$ cat config.mk
export PLATFORM = sky130hd
export DESIGN_NAME = dps_seq
export DESIGN_NICKNAME = d
export VERILOG_FILES = /design/src/rtl/dps_pkg.sv /design/src/rtl/dps_seq.sv
export SDC_FILE = /design/constraint.sdc
export NUM_CORES = 1
export LEC_CHECK = 0
export BUFFER_PORTS_ARGS = -buffer_cell sky130_fd_sc_hd__buf_2
export CELL_PAD_IN_SITES_DETAIL_PLACEMENT = 0
export CELL_PAD_IN_SITES_GLOBAL_PLACEMENT = 1
export CORE_AREA = 8 8 204 206
export DETAILED_ROUTE_END_ITERATION = 7
export DIE_AREA = 0 0 212 214
export PLACE_DENSITY_LB_ADDON = 0.1
export SLEW_MARGIN = 5
export SYNTH_ARGS = -nofsm -noshare
export SYNTH_HDL_FRONTEND = slang
export SYNTH_SLANG_ARGS = --single-unit
$ cat constraint.sdc
create_clock -name clk_i -period 12.6 [get_ports clk_i]
set_clock_uncertainty 0.05 [all_clocks]
set_input_delay 0.63 -clock clk_i [delete_from_list [all_inputs] [get_ports clk_i]]
set_output_delay 0.63 -clock clk_i [all_outputs]
set_load 0.02 [all_outputs]
$ cat src/rtl/dps_pkg.sv
// Shared types and codes of the deadline scheduler.
package dps_pkg;

  localparam int IdW   = 7;
  localparam int TimeW = 32;
  localparam int WorkW = 16;

  localparam logic CmdArrive = 1'b0;
  localparam logic CmdTick   = 1'b1;

  typedef enum logic [1:0] {
    EvEntered  = 2'd0,
    EvRunning  = 2'd1,
    EvFinished = 2'd2,
    EvBusy     = 2'd3
  } event_e;

  typedef struct packed {
    logic             busy;
    logic [TimeW-1:0] stamp;
    logic [WorkW-1:0] needed;
    logic [WorkW-1:0] left;
    logic [WorkW-1:0] due;
  } rec_t;

  typedef struct packed {
    event_e           ev;
    logic [IdW-1:0]   id;
    logic [TimeW-1:0] now;
    logic [TimeW-1:0] tat;
    logic [TimeW-1:0] wt;
    logic             met;
    logic             last;
  } res_t;

endpackage

$ cat src/rtl/dps_seq.sv
// Event sequencer: table read-modify-write, deadline scan and result ordering.
module dps_seq import dps_pkg::*; #(
  parameter int TASKS = 128,
  parameter int AW    = $clog2(TASKS)
) (
  input  logic             clk_i,
  input  logic             rst_ni,
  input  logic             in_valid_i,
  output logic             in_stall_o,
  input  logic             cmd_i,
  input  logic [IdW-1:0]   task_req_i,
  input  logic [WorkW-1:0] service_time_i,
  input  logic [WorkW-1:0] deadline_i,
  output logic             res_valid_o,
  input  logic             res_ready_i,
  output res_t             res_o,
  output logic             wr_en_o,
  output logic [AW-1:0]    wr_addr_o,
  output rec_t             wr_data_o,
  output logic             rd_en_o,
  output logic [AW-1:0]    rd_addr_o,
  input  rec_t             rd_data_i
);

  localparam logic [2:0] StClr      = 3'd0;
  localparam logic [2:0] StIdle     = 3'd1;
  localparam logic [2:0] StAchk     = 3'd2;
  localparam logic [2:0] StTchk     = 3'd3;
  localparam logic [2:0] StScan     = 3'd4;
  localparam logic [2:0] StScanLast = 3'd5;
  localparam logic [2:0] StEmitA    = 3'd6;
  localparam logic [2:0] StEmitB    = 3'd7;

  localparam logic [AW-1:0] LastSlot = AW'(TASKS - 1);

  logic [2:0]       state_q, state_d;
  logic [AW-1:0]    scan_q, scan_d;
  logic [TimeW-1:0] clock_q, clock_d;
  logic             has_cur_q, has_cur_d;
  logic [AW-1:0]    cur_slot_q, cur_slot_d;
  logic [WorkW-1:0] cur_due_q, cur_due_d;
  logic             found_q, found_d;
  logic [AW-1:0]    best_q, best_d;
  logic [WorkW-1:0] best_due_q, best_due_d;
  logic [AW-1:0]    slot_q, slot_d;
  logic [WorkW-1:0] svc_q, svc_d;
  logic [WorkW-1:0] dl_q, dl_d;
  event_e           ev_a_q, ev_a_d;
  logic [IdW-1:0]   id_a_q, id_a_d;
  logic [TimeW-1:0] tat_q, tat_d;
  logic [TimeW-1:0] wt_q, wt_d;
  logic             met_q, met_d;
  logic             has_b_q, has_b_d;
  logic [AW-1:0]    id_b_q, id_b_d;

  logic             accept;
  logic             slot_out;
  logic [WorkW-1:0] left_dec;
  logic [TimeW-1:0] tat_c;
  logic [AW-1:0]    cmp_idx;
  logic             cand;
  logic             found_c;
  logic [AW-1:0]    best_c;
  logic [WorkW-1:0] best_due_c;

  assign in_stall_o = (state_q != StIdle);
  assign accept     = in_valid_i && (state_q == StIdle);
  assign slot_out   = (32'(task_req_i) >= 32'(TASKS));
  assign left_dec   = rd_data_i.left - WorkW'(1);
  assign tat_c      = clock_q - rd_data_i.stamp;

  assign cmp_idx    = (state_q == StScanLast) ? LastSlot : scan_q - AW'(1);
  assign cand       = rd_data_i.busy && (!found_q || (rd_data_i.due < best_due_q));
  assign found_c    = found_q || cand;
  assign best_c     = cand ? cmp_idx : best_q;
  assign best_due_c = cand ? rd_data_i.due : best_due_q;

  always_comb begin
    state_d    = state_q;
    scan_d     = scan_q;
    clock_d    = clock_q;
    has_cur_d  = has_cur_q;
    cur_slot_d = cur_slot_q;
    cur_due_d  = cur_due_q;
    found_d    = found_q;
    best_d     = best_q;
    best_due_d = best_due_q;
    slot_d     = slot_q;
    svc_d      = svc_q;
    dl_d       = dl_q;
    ev_a_d     = ev_a_q;
    id_a_d     = id_a_q;
    tat_d      = tat_q;
    wt_d       = wt_q;
    met_d      = met_q;
    has_b_d    = has_b_q;
    id_b_d     = id_b_q;
    wr_en_o    = 1'b0;
    wr_addr_o  = slot_q;
    wr_data_o  = rd_data_i;
    rd_en_o    = 1'b0;
    rd_addr_o  = scan_q;
    res_valid_o = 1'b0;
    res_o.ev   = ev_a_q;
    res_o.id   = id_a_q;
    res_o.now  = clock_q;
    res_o.tat  = tat_q;
    res_o.wt   = wt_q;
    res_o.met  = met_q;
    res_o.last = !has_b_q;

    unique case (state_q)
      StClr: begin
        wr_en_o        = 1'b1;
        wr_addr_o      = scan_q;
        wr_data_o      = '0;
        if (scan_q == LastSlot) begin
          state_d = StIdle;
        end else begin
          scan_d = scan_q + AW'(1);
        end
      end
      StIdle: begin
        if (accept) begin
          if (cmd_i == CmdArrive) begin
            slot_d  = AW'(task_req_i);
            svc_d   = (service_time_i == '0) ? WorkW'(1) : service_time_i;
            dl_d    = deadline_i;
            id_a_d  = task_req_i;
            tat_d   = '0;
            wt_d    = '0;
            met_d   = 1'b0;
            has_b_d = 1'b0;
            if (slot_out) begin
              ev_a_d  = EvBusy;
              state_d = StEmitA;
            end else begin
              rd_en_o   = 1'b1;
              rd_addr_o = AW'(task_req_i);
              state_d   = StAchk;
            end
          end else begin
            clock_d = clock_q + TimeW'(1);
            if (has_cur_q) begin
              rd_en_o   = 1'b1;
              rd_addr_o = cur_slot_q;
              slot_d    = cur_slot_q;
              state_d   = StTchk;
            end
          end
        end
      end
      StAchk: begin
        if (rd_data_i.busy) begin
          ev_a_d = EvBusy;
        end else begin
          wr_en_o          = 1'b1;
          wr_data_o.busy   = 1'b1;
          wr_data_o.stamp  = clock_q;
          wr_data_o.needed = svc_q;
          wr_data_o.left   = svc_q;
          wr_data_o.due    = dl_q;
          ev_a_d           = EvEntered;
          if (!has_cur_q || (dl_q < cur_due_q)) begin
            has_b_d    = 1'b1;
            id_b_d     = slot_q;
            has_cur_d  = 1'b1;
            cur_slot_d = slot_q;
            cur_due_d  = dl_q;
          end
        end
        state_d = StEmitA;
      end
      StTchk: begin
        wr_en_o        = 1'b1;
        wr_data_o.left = left_dec;
        if (left_dec != '0) begin
          state_d = StIdle;
        end else begin
          wr_data_o.busy = 1'b0;
          ev_a_d    = EvFinished;
          id_a_d    = IdW'(slot_q);
          tat_d     = tat_c;
          wt_d      = tat_c - TimeW'(rd_data_i.needed);
          met_d     = (tat_c <= TimeW'(rd_data_i.due));
          has_b_d   = 1'b0;
          has_cur_d = 1'b0;
          found_d   = 1'b0;
          scan_d    = '0;
          state_d   = StScan;
        end
      end
      StScan: begin
        rd_en_o = 1'b1;
        if (scan_q != '0) begin
          found_d    = found_c;
          best_d     = best_c;
          best_due_d = best_due_c;
        end
        if (scan_q == LastSlot) begin
          state_d = StScanLast;
        end else begin
          scan_d = scan_q + AW'(1);
        end
      end
      StScanLast: begin
        if (found_c) begin
          has_b_d    = 1'b1;
          id_b_d     = best_c;
          has_cur_d  = 1'b1;
          cur_slot_d = best_c;
          cur_due_d  = best_due_c;
        end
        state_d = StEmitA;
      end
      StEmitA: begin
        res_valid_o = 1'b1;
        if (res_ready_i) begin
          state_d = has_b_q ? StEmitB : StIdle;
        end
      end
      StEmitB: begin
        res_valid_o = 1'b1;
        res_o.ev    = EvRunning;
        res_o.id    = IdW'(id_b_q);
        res_o.tat   = '0;
        res_o.wt    = '0;
        res_o.met   = 1'b0;
        res_o.last  = 1'b1;
        if (res_ready_i) begin
          state_d = StIdle;
        end
      end
      default: begin
        state_d = StIdle;
      end
    endcase
  end

  always_ff @(posedge clk_i or negedge rst_ni) begin
    if (!rst_ni) begin
      state_q   <= StClr;
      scan_q    <= '0;
      clock_q   <= '0;
      has_cur_q <= 1'b0;
      cur_slot_q <= '0;
      found_q   <= 1'b0;
      has_b_q   <= 1'b0;
    end else begin
      state_q   <= state_d;
      scan_q    <= scan_d;
      clock_q   <= clock_d;
      has_cur_q <= has_cur_d;
      cur_slot_q <= cur_slot_d;
      found_q   <= found_d;
      has_b_q   <= has_b_d;
    end
  end

  always_ff @(posedge clk_i) begin
    cur_due_q  <= cur_due_d;
    best_q     <= best_d;
    best_due_q <= best_due_d;
    slot_q     <= slot_d;
    svc_q      <= svc_d;
    dl_q       <= dl_d;
    ev_a_q     <= ev_a_d;
    id_a_q     <= id_a_d;
    tat_q      <= tat_d;
    wt_q       <= wt_d;
    met_q      <= met_d;
    id_b_q     <= id_b_d;
  end

endmodule

# [Yosys cells after proc, flatten, opt, wreduce, memory -nomap -nowiden]
# Index checks and enable logic that the tools add are counted.
[totals] word_cells=158 out_inout_bits=206 regBits=211 in_bits=125
[op_classes] eq_ne=23 add_sub_neg=6 n_lt_le_gt_ge=3 bitwise=1 muxes=71 reduce_logical=35
[op_table] operator="32-bit 2-to-1 mux" n=4
[op_table] operator="32-bit case mux with 2 select lines" n=2
[op_table] operator="7-bit 2-to-1 mux" n=17
[op_table] operator="48-bit case mux with 2 select lines" n=1
[op_table] operator="80-bit 2-to-1 mux" n=1
[op_table] operator="66-bit 2-to-1 mux" n=1
[op_table] operator="16-bit 2-to-1 mux" n=4
[op_table] operator="16-bit case mux with 2 select lines" n=2
[op_table] operator="16-bit case mux with 3 select lines" n=1
[op_table] operator="7-bit case mux with 2 select lines" n=3
[op_table] operator="32-bit by 1-bit adder with 32-bit output (second input constant)" n=1
[op_table] operator="32-bit by 16-bit less-or-equal comparator with 1-bit output" n=1
[op_table] operator="16-bit < comparator" n=2
[op_table] operator="32-bit by 16-bit subtractor with 32-bit output" n=1
[op_table] operator="32-bit subtractor" n=1
[op_table] operator="3-bit 2-to-1 mux" n=9
[op_table] operator="2-bit inequality test (second input constant)" n=12
[op_table] operator="3-bit case mux with 7 select lines" n=1
[op_table] operator="16-bit zero test" n=1
[op_table] operator="16-bit nonzero test" n=1
[op_table] operator="16-bit by 1-bit subtractor with 16-bit output (second input constant)" n=1
[op_table] operator="3-bit AND reduction" n=5
[op_table] operator="1-bit 2-to-1 mux" n=14
[op_table] operator="3-bit equality test (second input constant)" n=4
[op_table] operator="other kinds (29)" n=49

# [Longest topological paths before layout]
# Gate-level depths: netlist of the first run.
[depth] depth_word=6 ltp_mapped=21 ltp_nobuf=20

# [Worst setup path before layout of the first run]
# Ideal clock, no wire load.
[synth_timing] path_type="register to register" from="register clock_q[0]" to="register wt_q[31] (data pin)" setup_slack_ps=8029 n_path_buf=0 t_required_ps=12288 period_less_slack_ps=4571 setup_time_ps=262 t_arrival_ps=4259 stages_incl_launch_ff=20 cell_sequence="dfrtp_1 -> inv_1 -> ha_1 -> inv_1 -> fa_1 -> a211oi_2 -> o21ai_2 -> o21ba_1 -> or2_4 -> xor2_1 -> ha_1 -> a211oi_1 -> nand2_1 -> a31oi_1 -> a21oi_1 -> and4_1 -> nor3_1 -> nand4b_4 -> nor3b_2 -> mux2_1"
[synth_via] elab_chain_cells=4
[synth_rtl] item="start: declaration" line_no="dps_seq.sv:38" rtl="logic [TimeW-1:0] clock_q, clock_d;"
[synth_rtl] item="start signal: assignment" line_no="dps_seq.sv:252" rtl="clock_q <= clock_d;"
[synth_rtl] item="32-bit subtractor" line_no="dps_seq.sv:70" rtl="assign tat_c = clock_q - rd_data_i.stamp;"
[synth_rtl] item="via tat_c[12]" line_no="dps_seq.sv:59" rtl="logic [TimeW-1:0] tat_c;"
[synth_rtl] item="32-bit by 16-bit subtractor with 32-bit output" line_no="dps_seq.sv:184" rtl="wt_d = tat_c - TimeW'(rd_data_i.needed);"
[synth_rtl] item="32-bit 2-to-1 mux" line_no="dps_seq.sv:177" rtl="if (left_dec != '0) begin"
[synth_rtl] item="32-bit case mux with 2 select lines" line_no="dps_seq.sv:112" rtl="unique case (state_q)"
[synth_rtl] item="end signal: assignment" line_no="dps_seq.sv:270" rtl="wt_q <= wt_d;"
[synth_rtl] item="end: declaration" line_no="dps_seq.sv:51" rtl="logic [TimeW-1:0] wt_q, wt_d;"
# The timed path passes the listed nets, and every way through them passes these cells. The select of a mux whose other input is x is not followed.
# A chain may end at the register's enable or synchronous reset.

# [Worst setup path in the final report of the first run]
# Ends and elaborated chain as after synthesis.

==> run metrics, run 1 <==
H-tree Lvls 1; root buf cell clkbuf_16; final number of hold-violating endpoints 0; Worst-path clk slew 0.06 ns; grt peak-use layer met2; gpl congestion 0.8621; Clk Latency, worst-skew pair 0.54 ns; final setup fails 0; Mapped Area 0.01511 mm^2; fin. max-slew vios 0; Crit path required time 12.82 ns; grt total ovfl 0; Rows 72; initial drt markers 772; critical path fanouts, max 6; total CTS buffers 24; data arrival time of the critical path 5.31 ns; Critical Path Source Type flop; Ys Warns 0; r2r worst-path depth 19; critical-path cell list inv_1 > ha_1 > inv_1 > fa_1 > a211oi_2 > o21ai_2 > o221ai_1 > nand2_1 > xor2_1 > ha_1 > a211oi_1 > nand2_1 > a31oi_1 > a21oi_1 > and4_1 > nor3_1 > nand4b_4 > nor3b_2 > mux2_1; M3 GR Usage between 3 and 4%; main flop type after synthesis edfxtp_1; final wirelength 53560 um; sequential element share of the synthesized area 40.21%; dpl hpwl approximately 42000 um; area of the multi-input gates 0.008335 mm^2; drt pass-1 iters 5; WL/cell 22.01 um; slowest stage delay, CP 0.53 ns; storage element area 0.006076 mm^2; die area 0.04537 mm^2; post-synthesis cell count roughly 1600; met1 usage 29.28%; Place WS 7.380 ns; RSZ-0062 raised after global routing no; met2 Use GR 39.60%; core area 0.03829 mm^2; CP endpoint kind flop; WS Path Type reg2reg; CTS tree built; Longest Clk Path Bufs 3; largest net degree at the start of global routing 74; Worst-Margin Slew 1.068 ns; initial antenna violation count 2; Synth Net Count 1840; Post-synth EDFFs 159; Final ANT Viol Nets 0; Worst Hold Class in2async; All-Layer GR Usage 22.77%; Tcrit/Tclk final 40.38%; final worst setup slack 7.512 ns; Final #Nets 2126; P per Cell Area 177.6 mW/mm^2; maximum VDD drop 0.0001180 V; global-route wire length before repair 80150 um; f_max 196.5 MHz; Slew headroom 28.66%; Yosys cell types 97; final core utilization 46.97%; Area Growth Syn to Fin 19.00%; height of the die between 200 and 250 um; vias per cell roughly 5.4; stages on the worst setup path 19; layout cell share with drive strength beyond 1 23.67%; # port buffers 330; vias in the first global route 12940; # clock sinks between 200 and 250; setup tns final 0 ns; maxcap violations 0; syn avg cell area 9.369 um^2; LEAKAGE between 8 and 9 nW; asr flop ratio synth between 20% and 30%; Post-CTS Setup Bufs 0; post-cts resize count 0; io pins around 330; die width 212 um; post-route minimum period ~5 ns; Crit-path slowest cell nor3_1; status finished, final reports clean; buffers and inverters on the worst path 2; filler cell count about 3800; Hold-fix buffers, CTS 0; Initial Util 39.47%; post-synthesis register bit count 211; Post-route DRC 0; via count about 13000; Top Family by Delay on Critical Path simple AND/OR/NAND/NOR gates
power by group:
part           switching, W  total [W]  leakage, nW  internal (W)
Sequential        0.0000990    0.00102         2.13      0.000918
Clock              0.000285   0.000666        0.355      0.000380
Combinational      0.000974    0.00151         5.52      0.000538
Total               0.00136    0.00319         8.00       0.00184
cell families (layout without fill, tap and decap cells):
logic type / after synthesis / in the layout / synth area share [%]
compound gates: 404 / 404 / 18.53
xor+xnor: 92 / 92 / 5.531
fa+ha+maj: 102 / 102 / 8.544
buf+inv: 203 / 504 / 5.117
flops: 211 / 211 / 40.21
mux: 44 / 44 / 3.246
other cells: 0 / 1 / 0
simple gates: 557 / 557 / 18.83
flip-flops by register name, indices dropped and copies added (netlist names):
signal,cells
has_cur_q,1
svc_q,16
scan_q,7
tat_q,32
met_q,1
slot_q,7
has_b_q,1
id_a_q,7
id_b_q,7
wt_q,32
dl_q,16
found_q,1
clock_q,32
best_q,7
cur_slot_q,7
ev_a_q,2
cur_due_q,16
state_q,3
best_due_q,16
cells in the final DEF (no fill, tap or decap), drive strengths merged, types with 5 or more instances in the layout:
cell / instances
xnor2: 52
and2: 98
clkbuf: 32
dfrtp: 52
mux2: 40
buf: 344
nand2b: 15
o22ai: 9
o21ai: 70
nor2: 137
a22o: 62
a21oi: 103
edfxtp: 159
and3: 15
nor3b: 5
a22oi: 6
clkinv: 9
o22a: 7
o211ai: 10
nor2b: 12
inv: 118
xor2: 40
o21a: 15
nand4: 15
nand3: 34
a21o: 30
nor3: 54
ha: 100
nand2: 136
a31oi: 8
or3: 5
a211oi: 37
nor4: 12
routing by layer:
metal,vias up,routed length [um]
met5,-,10
met4,2,1037
met3,62,3116
met2,368,26430
met1,6414,22970
li1,6385,-
Yosys cell counts (30+ instances only):
master,n,share of area (%)
xor2_1,37,2.1
inv_1,117,2.9
nand3_1,33,1.1
xnor2_1,51,3.0
ha_1,100,8.3
nand2_1,135,3.4
a21o_1,30,1.5
mux2_2,36,2.7
nor2_1,135,3.4
a21oi_1,103,3.4
clkbuf_1,68,1.7
a211oi_1,36,1.8
nor3_1,53,1.8
edfxtp_1,159,32
a22o_1,62,3.6
and2_1,97,4.0
dfrtp_1,52,8.6
o21ai_0,57,1.9
final cells by class:
type                            count  share of cell area [%]
Antenna cell                        1                 0.01391
Clock buffer                       32                   3.625
Clock inverter                      9                  0.3687
Inverter                          119                   2.484
Multi-Input combinational cell   1199                   46.35
Sequential cell                   211                   33.79
Tap cell                          518                   3.604
Timing Repair Buffer              344                   9.768
path summary, 6_finish.rpt:
kind                            endpoint     startpoint  slack, ns
hold / removal                state_q[2]         rst_ni       0.22
min in group clk_i               dl_q[4]  deadline_i[4]       0.22
setup reg to reg                wt_q[31]     clock_q[0]       7.51
setup / recovery                wt_q[31]     clock_q[0]       7.51
max in group asynchronous     clock_q[1]         rst_ni      11.74
hold reg to reg            cur_slot_q[4]  cur_slot_q[4]       0.45
stage by stage:
step | cell area, um^2 | power [W] | hold slack, ns | cells
2_1_floorplan | 15110 | 0.002037 | 0.2844 | 1613
3_3_place_gp | 17260 | 0.002541 | 0.4344 | 2391
3_5_place_dp | 17260 | 0.002552 | 0.4428 | 2391
4_1_cts | 17980 | 0.003226 | 0.1900 | 2432
5_1_grt | 17980 | 0.003399 | 0.2057 | 2433
6_report | 17980 | 0.003195 | 0.2175 | 2433
Power figures use the tool's default switching activity.
==> inputs of run 2 (changes only) <==
Settings changed: CORE_AREA 8 8 204 206 to 8 8 209 211, DIE_AREA 0 0 212 214 to 0 0 217 219.
Clock period 12.6 ns to 4.2 ns, I/O delays scaled along.
==> run 2 against run 1 <==
Critical path depth stayed put. Highest routed layer is now met4. Non-clock buffer count grew 118. Combinational power rose to 3.3 times the previous value. Clock power grew to 3.2 times the previous value. Sequential power grew to 2.9 times the previous value. Utilization up 0.65 points. Power rose to 3.1 times the previous value.
==> run metrics, run 2 (same netlist as run 1, synthesis figures left out) <==
status finished, final reports clean; root buf cell clkbuf_16; CTS tree built; vias per cell 5.307; # port buffers 330; final worst setup slack 0.02419 ns; die width 217 um; grt total ovfl 0; Crit-path slowest cell dfrtp_2; final number of hold-violating endpoints 0; P per Cell Area 523.0 mW/mm^2; core area about 0.040 mm^2; initial drt markers 782; via count 13630; height of the die 219 um; met2 Use GR 38.05%; slowest stage delay, CP 0.40 ns; Longest Clk Path Bufs 3; critical path fanouts, max 3; data arrival time of the critical path 4.42 ns; biggest regs clock_q (32), tat_q (32), wt_q (32); fin. max-slew vios 0; storage element area slightly above 0.006 mm^2; final wirelength between 50000 and 60000 um; Critical Path Source Type flop; diode count 0; CP endpoint kind flop; total CTS buffers 25; Area Growth Syn to Fin 27.21%; Worst Hold Class in2reg; Post-route DRC 0; Final #Nets 2245; largest net degree at the start of global routing 67; LEAKAGE 8.604 nW; critical-path cell list inv_2 > ha_1 > inv_1 > fa_2 > buf_4 > a21o_1 > a21oi_1 > xnor2_1 > ha_1 > a21o_1 > a21oi_1 > a21o_1 > a311o_1 > a31oi_2 > o21a_1 > nor2_2 > and4b_1 > nor2b_4 > mux2_4; Worst-Margin Slew 0.9724 ns; H-tree Lvls 1; Top Family by Delay on Critical Path compound AO/OA/AOI/OAI gates; M3 GR Usage 4.819%; Initial Util 37.43%; drt pass-1 iters 5; commonest cells after routing, fill and taps aside buf_2 (330), edfxtp_1 (159), nand2_1 (134), nor2_1 (131), inv_1 (116); post-route minimum period 4.176 ns; Crit path required time 4.44 ns; Place WS -0.004544 ns; WL/cell 21.35 um; filler cell count between 3000 and 4000; RSZ-0062 raised after global routing yes; Slew headroom 35.10%; Tcrit/Tclk final between 90% and 100%; # clock sinks 211; Worst-path clk slew about 0.06 ns; maxcap violations 0; gpl congestion 0.8976; die area 0.04752 mm^2; Clk Latency, worst-skew pair 0.55 ns; initial antenna violation count 0; io pins about 330; maximum VDD drop 0.0003543 V; global-route wire length before repair 82630 um; layout cell share with drive strength beyond 1 27.60%; WS Path Type reg2reg; final setup fails 0; dpl hpwl 43550 um; post-route insts no fill roughly 2600; most common cell after layout, fill and taps aside buf_2; vias in the first global route roughly 14000; Cells after DPL 2475; All-Layer GR Usage 22.38%; grt peak-use layer met2; area of the multi-input gates 0.008462 mm^2; Rows 74; met1 usage ~28%; buffers and inverters on the worst path 3; Final ANT Viol Nets 0; cell mode on critical path a21o_1; f_max between 200 and 250 MHz
[run 2: worst paths after layout]
check	depth (start not counted)	endpoint	slack (ns)	from
max	19	wt_q[30]	0.02	clock_q[0]
min	3	best_due_q[15]	0.04	rd_data_i[15]
max reg2reg	19	wt_q[30]	0.02	clock_q[0]
min reg2reg	1	cur_slot_q[3]	0.46	cur_slot_q[3]
max in group asynchronous	3	clock_q[0]	3.06	rst_ni
min in group asynchronous	2	state_q[2]	0.09	rst_ni
[run 2: layout make-up]
class,instances,share of cell area [%]
Tap cell,532,3.463
Inverter,119,2.324
Clock inverter,18,0.7615
Clock buffer,27,3.293
Timing Repair Buffer,462,14.50
Multi-Input combinational cell,1199,44.02
Sequential cell,211,31.64
[run 2: timing repair]
action | CTS | global route
buffers inserted | 2 | 3
pin swaps | 1 | 16
hold endpoints to repair | 61 | 0
resized for setup | 1 | 14
endpoints found under the setup margin | 1 | 13
hold buffers | 43 | 0
[run 2: power breakdown]
part	switching [W]	leakage (nW)	internal, W
Sequential	0.000224	2.13	0.00276
Clock	0.000906	0.383	0.00121
Combinational	0.00310	6.10	0.00186
Total	0.00423	8.60	0.00583
[run 2: per-stage QoR]
step / cell area [um^2] / total power [W] / hold WS (ns) / TNS (ns) / utilization [%]
after floorplan: 15180 / 0.006140 / -0.1356 / 0 / -
after global placement: 17910 / 0.007879 / 0.1224 / 0 / 44.37
after detailed placement: 17910 / 0.007928 / 0.1207 / -0.004544 / 44.37
after CTS: 19140 / 0.01013 / 0.0002640 / 0 / 47.41
after global routing: 19220 / 0.01070 / 0.04468 / -1.502 / 47.62
final: 19220 / 0.01005 / 0.03638 / 0 / 47.62
[run 2: tightest hold or removal path, stage by stage]
cell and delay, ns:
buf_2 0.18, nand2_1 0.06, o21ai_0 0.05
[run 2: per-layer routing]
metal	vias to the layer above	wire length, um
li1	6645	-
met1	6516	23270
met2	387	26080
met3	81	3535
met4	0	1955
met5	-	0
==> inputs of run 3 (changes only) <==
--- a/config.mk
+++ b/config.mk
@@ -7,8 +7,8 @@
 export LEC_CHECK = 0
-export BUFFER_PORTS_ARGS = -buffer_cell sky130_fd_sc_hd__buf_2
 export CELL_PAD_IN_SITES_DETAIL_PLACEMENT = 0
 export CELL_PAD_IN_SITES_GLOBAL_PLACEMENT = 1
-export CORE_AREA = 8 8 209 211
+export CORE_AREA = 5 5 201 203
 export DETAILED_ROUTE_END_ITERATION = 7
-export DIE_AREA = 0 0 217 219
+export DIE_AREA = 0 0 206 208
+export DONT_BUFFER_PORTS = 1
 export PLACE_DENSITY_LB_ADDON = 0.1
==> constraint.sdc (replaced) <==
create_clock -name clk_i -period 4.2 [get_ports clk_i]
set_clock_uncertainty 0.05 [all_clocks]
set_input_delay 0.84 -clock clk_i [delete_from_list [all_inputs] [get_ports clk_i]]
set_output_delay 0.84 -clock clk_i [all_outputs]
set_load 0.02 [all_outputs]
==> run 3 against run 2 <==
Wire length shrank 5.8%. Highest routed layer is now met5. Power shrank 2.2%. Combinational power shrank 8.1%. Critical path type unchanged. Clock power grew 9.4%. Maximum frequency shrank 0.15%. Sequential share of layout area grew 2.3 points. Via count shrank 7.2%. Global-route usage grew 0.89 points.
==> run metrics, run 3 (same netlist as run 1, synthesis figures left out) <==
Post-route DRC 0; critical-path cell list inv_2 > ha_4 > inv_2 > fa_2 > a211oi_2 > o21ai_2 > a21o_1 > a21oi_2 > xnor2_2 > ha_1 > nand3_1 > a21o_1 > a311o_1 > a31oi_2 > o21a_1 > nor2_2 > and4b_1 > nor2b_4 > mux2_4; r2r worst-path depth 19; die area between 0.04 and 0.05 mm^2; filler cell count 3775; H-tree Lvls 1; RSZ-0062 raised after global routing yes; die width 206 um; LEAKAGE 7.488 nW; drt pass-1 iters 6; global-route wire length before repair 77310 um; Worst-Margin Slew 0.7806 ns; final core utilization 46.75%; stages on the worst setup path 19; f_max about 240 MHz; Rows 72; Tcrit/Tclk final between 90 and 100%; post-place instance area between 0.015 and 0.02 mm^2; Worst-path clk slew approximately 0.06 ns; height of the die between 200 and 250 um; Top Family by Delay on Critical Path compound AO/OA/AOI/OAI gates; vias in the first global route 12390; gpl congestion 0.9144; core area between 0.03 and 0.04 mm^2; r2r setup slk 0.02 ns; slowest stage delay, CP between 0.3 and 0.4 ns; WL/cell between 20 and 25 um; initial drt markers 799; dpl hpwl 40480 um; CTS tree built; Area Growth Syn to Fin 18.44%; root buf cell clkbuf_16; P per Cell Area ~550 mW/mm^2; All-Layer GR Usage 23.27%; vias per cell around 5.6; final wirelength around 52000 um; CP endpoint kind flop; setup tns final 0 ns; maxcap violations 0; Hold WS 0.08623 ns; Worst Setup SP clock_q[0]; Final ANT Viol Nets 0; status finished, final reports clean; Total Power 0.009835 W; Clk Latency, worst-skew pair 0.57 ns; initial antenna violation count 6; largest net degree at the start of global routing approximately 70; via count 12650; r2r endpoint wt_q[30]; layout cell share with drive strength beyond 1 18.29%; reg2reg start clock_q[0]; final setup fails 0; final number of hold-violating endpoints 0; Longest Clk Path Bufs 3; post-route minimum period 4.182 ns; total CTS buffers 26; Final #Nets 1951; fin. max-slew vios 0; grt total ovfl 0; # port buffers 0; biggest regs clock_q (32), tat_q (32), wt_q (32); Critical Path Source Type flop; Crit-path slowest cell dfrtp_1; data arrival time of the critical path about 4.4 ns; critical path fanouts, max 5; cell area after layout 0.01790 mm^2; Critical Path End wt_q[30]; Slew headroom 47.83%; # clock sinks 211; WS Path Type reg2reg; Crit path required time 4.46 ns; io pins 331; most common cell after layout, fill and taps aside buf_4; Worst Hold Class in2async; Initial Util 39.47%; maximum VDD drop 0.0003439 V; buffers and inverters on the worst path 2; commonest cells after routing, fill and taps aside buf_4 (163), edfxtp_1 (159), nand2_1 (133), nor2_1 (131), inv_1 (114)
[run 3: cell types whose count changed in the layout (fill, tap and decap cells not counted), moves of 5 or more]
cell	previous run	this run
buf_2	330	0
buf_4	86	163
dfrtp_1	47	52
dfrtp_2	5	0
dlygate4sd3_1	43	0
[run 3: cell type report]
type / count / area (um^2) / area share (%)
flip-flops and latches: 211 / 6076 / 33.95
diodes: 1 / 2.502 / 0.01398
repair buffers: 167 / 1311 / 7.326
well taps: 518 / 648.1 / 3.621
clock inverters: 20 / 219.0 / 1.223
multi-input cells: 1199 / 8524 / 47.63
clock buffers: 28 / 658.1 / 3.677
inverters: 119 / 459.2 / 2.566
[run 3: per-stage QoR]
stage	worst slack [ns]	cells
after CTS	0.02960	2256
after global placement	-0.2784	2207
after detailed placement	-0.3260	2207
after global routing	-0.1291	2262
after floorplan	-0.3490	1613
final	0.01793	2263
[run 3: power breakdown]
part,switching (W),total (W),internal [W]
combinational,0.00296,0.00456,0.00160
clock,0.000985,0.00232,0.00133
sequential,0.000199,0.00295,0.00275
[run 3: repair_timing]
action	CTS	global route
setup buffers	0	6
hold buffers	1	0
pin swaps	0	14
gates resized for setup	1	13
endpoints found under the hold margin	52	0
endpoints found under the setup margin	1	8
cloned	0	0
[run 3: worst min-delay path by stage]
stage,startpoint,depth (start not counted),to,slack (ns)
floorplan,cur_slot_q[0],1,cur_slot_q[0],0.42
finish,rst_ni,1,clock_q[18],0.09
global placement,cur_slot_q[4],1,cur_slot_q[4],0.43
global route,rst_ni,1,clock_q[18],0.09
CTS,rst_ni,1,clock_q[5],0.08
detailed placement,cur_slot_q[5],1,cur_slot_q[5],0.44
[run 3: layer usage]
layer	up-vias	wire, um	GRT usage (%)
li1	6038	-	-
met1	6055	23260	33.02
met3	92	4692	6.649
met5	-	45	0
met2	458	22190	34.96
met4	8	1486	6.196
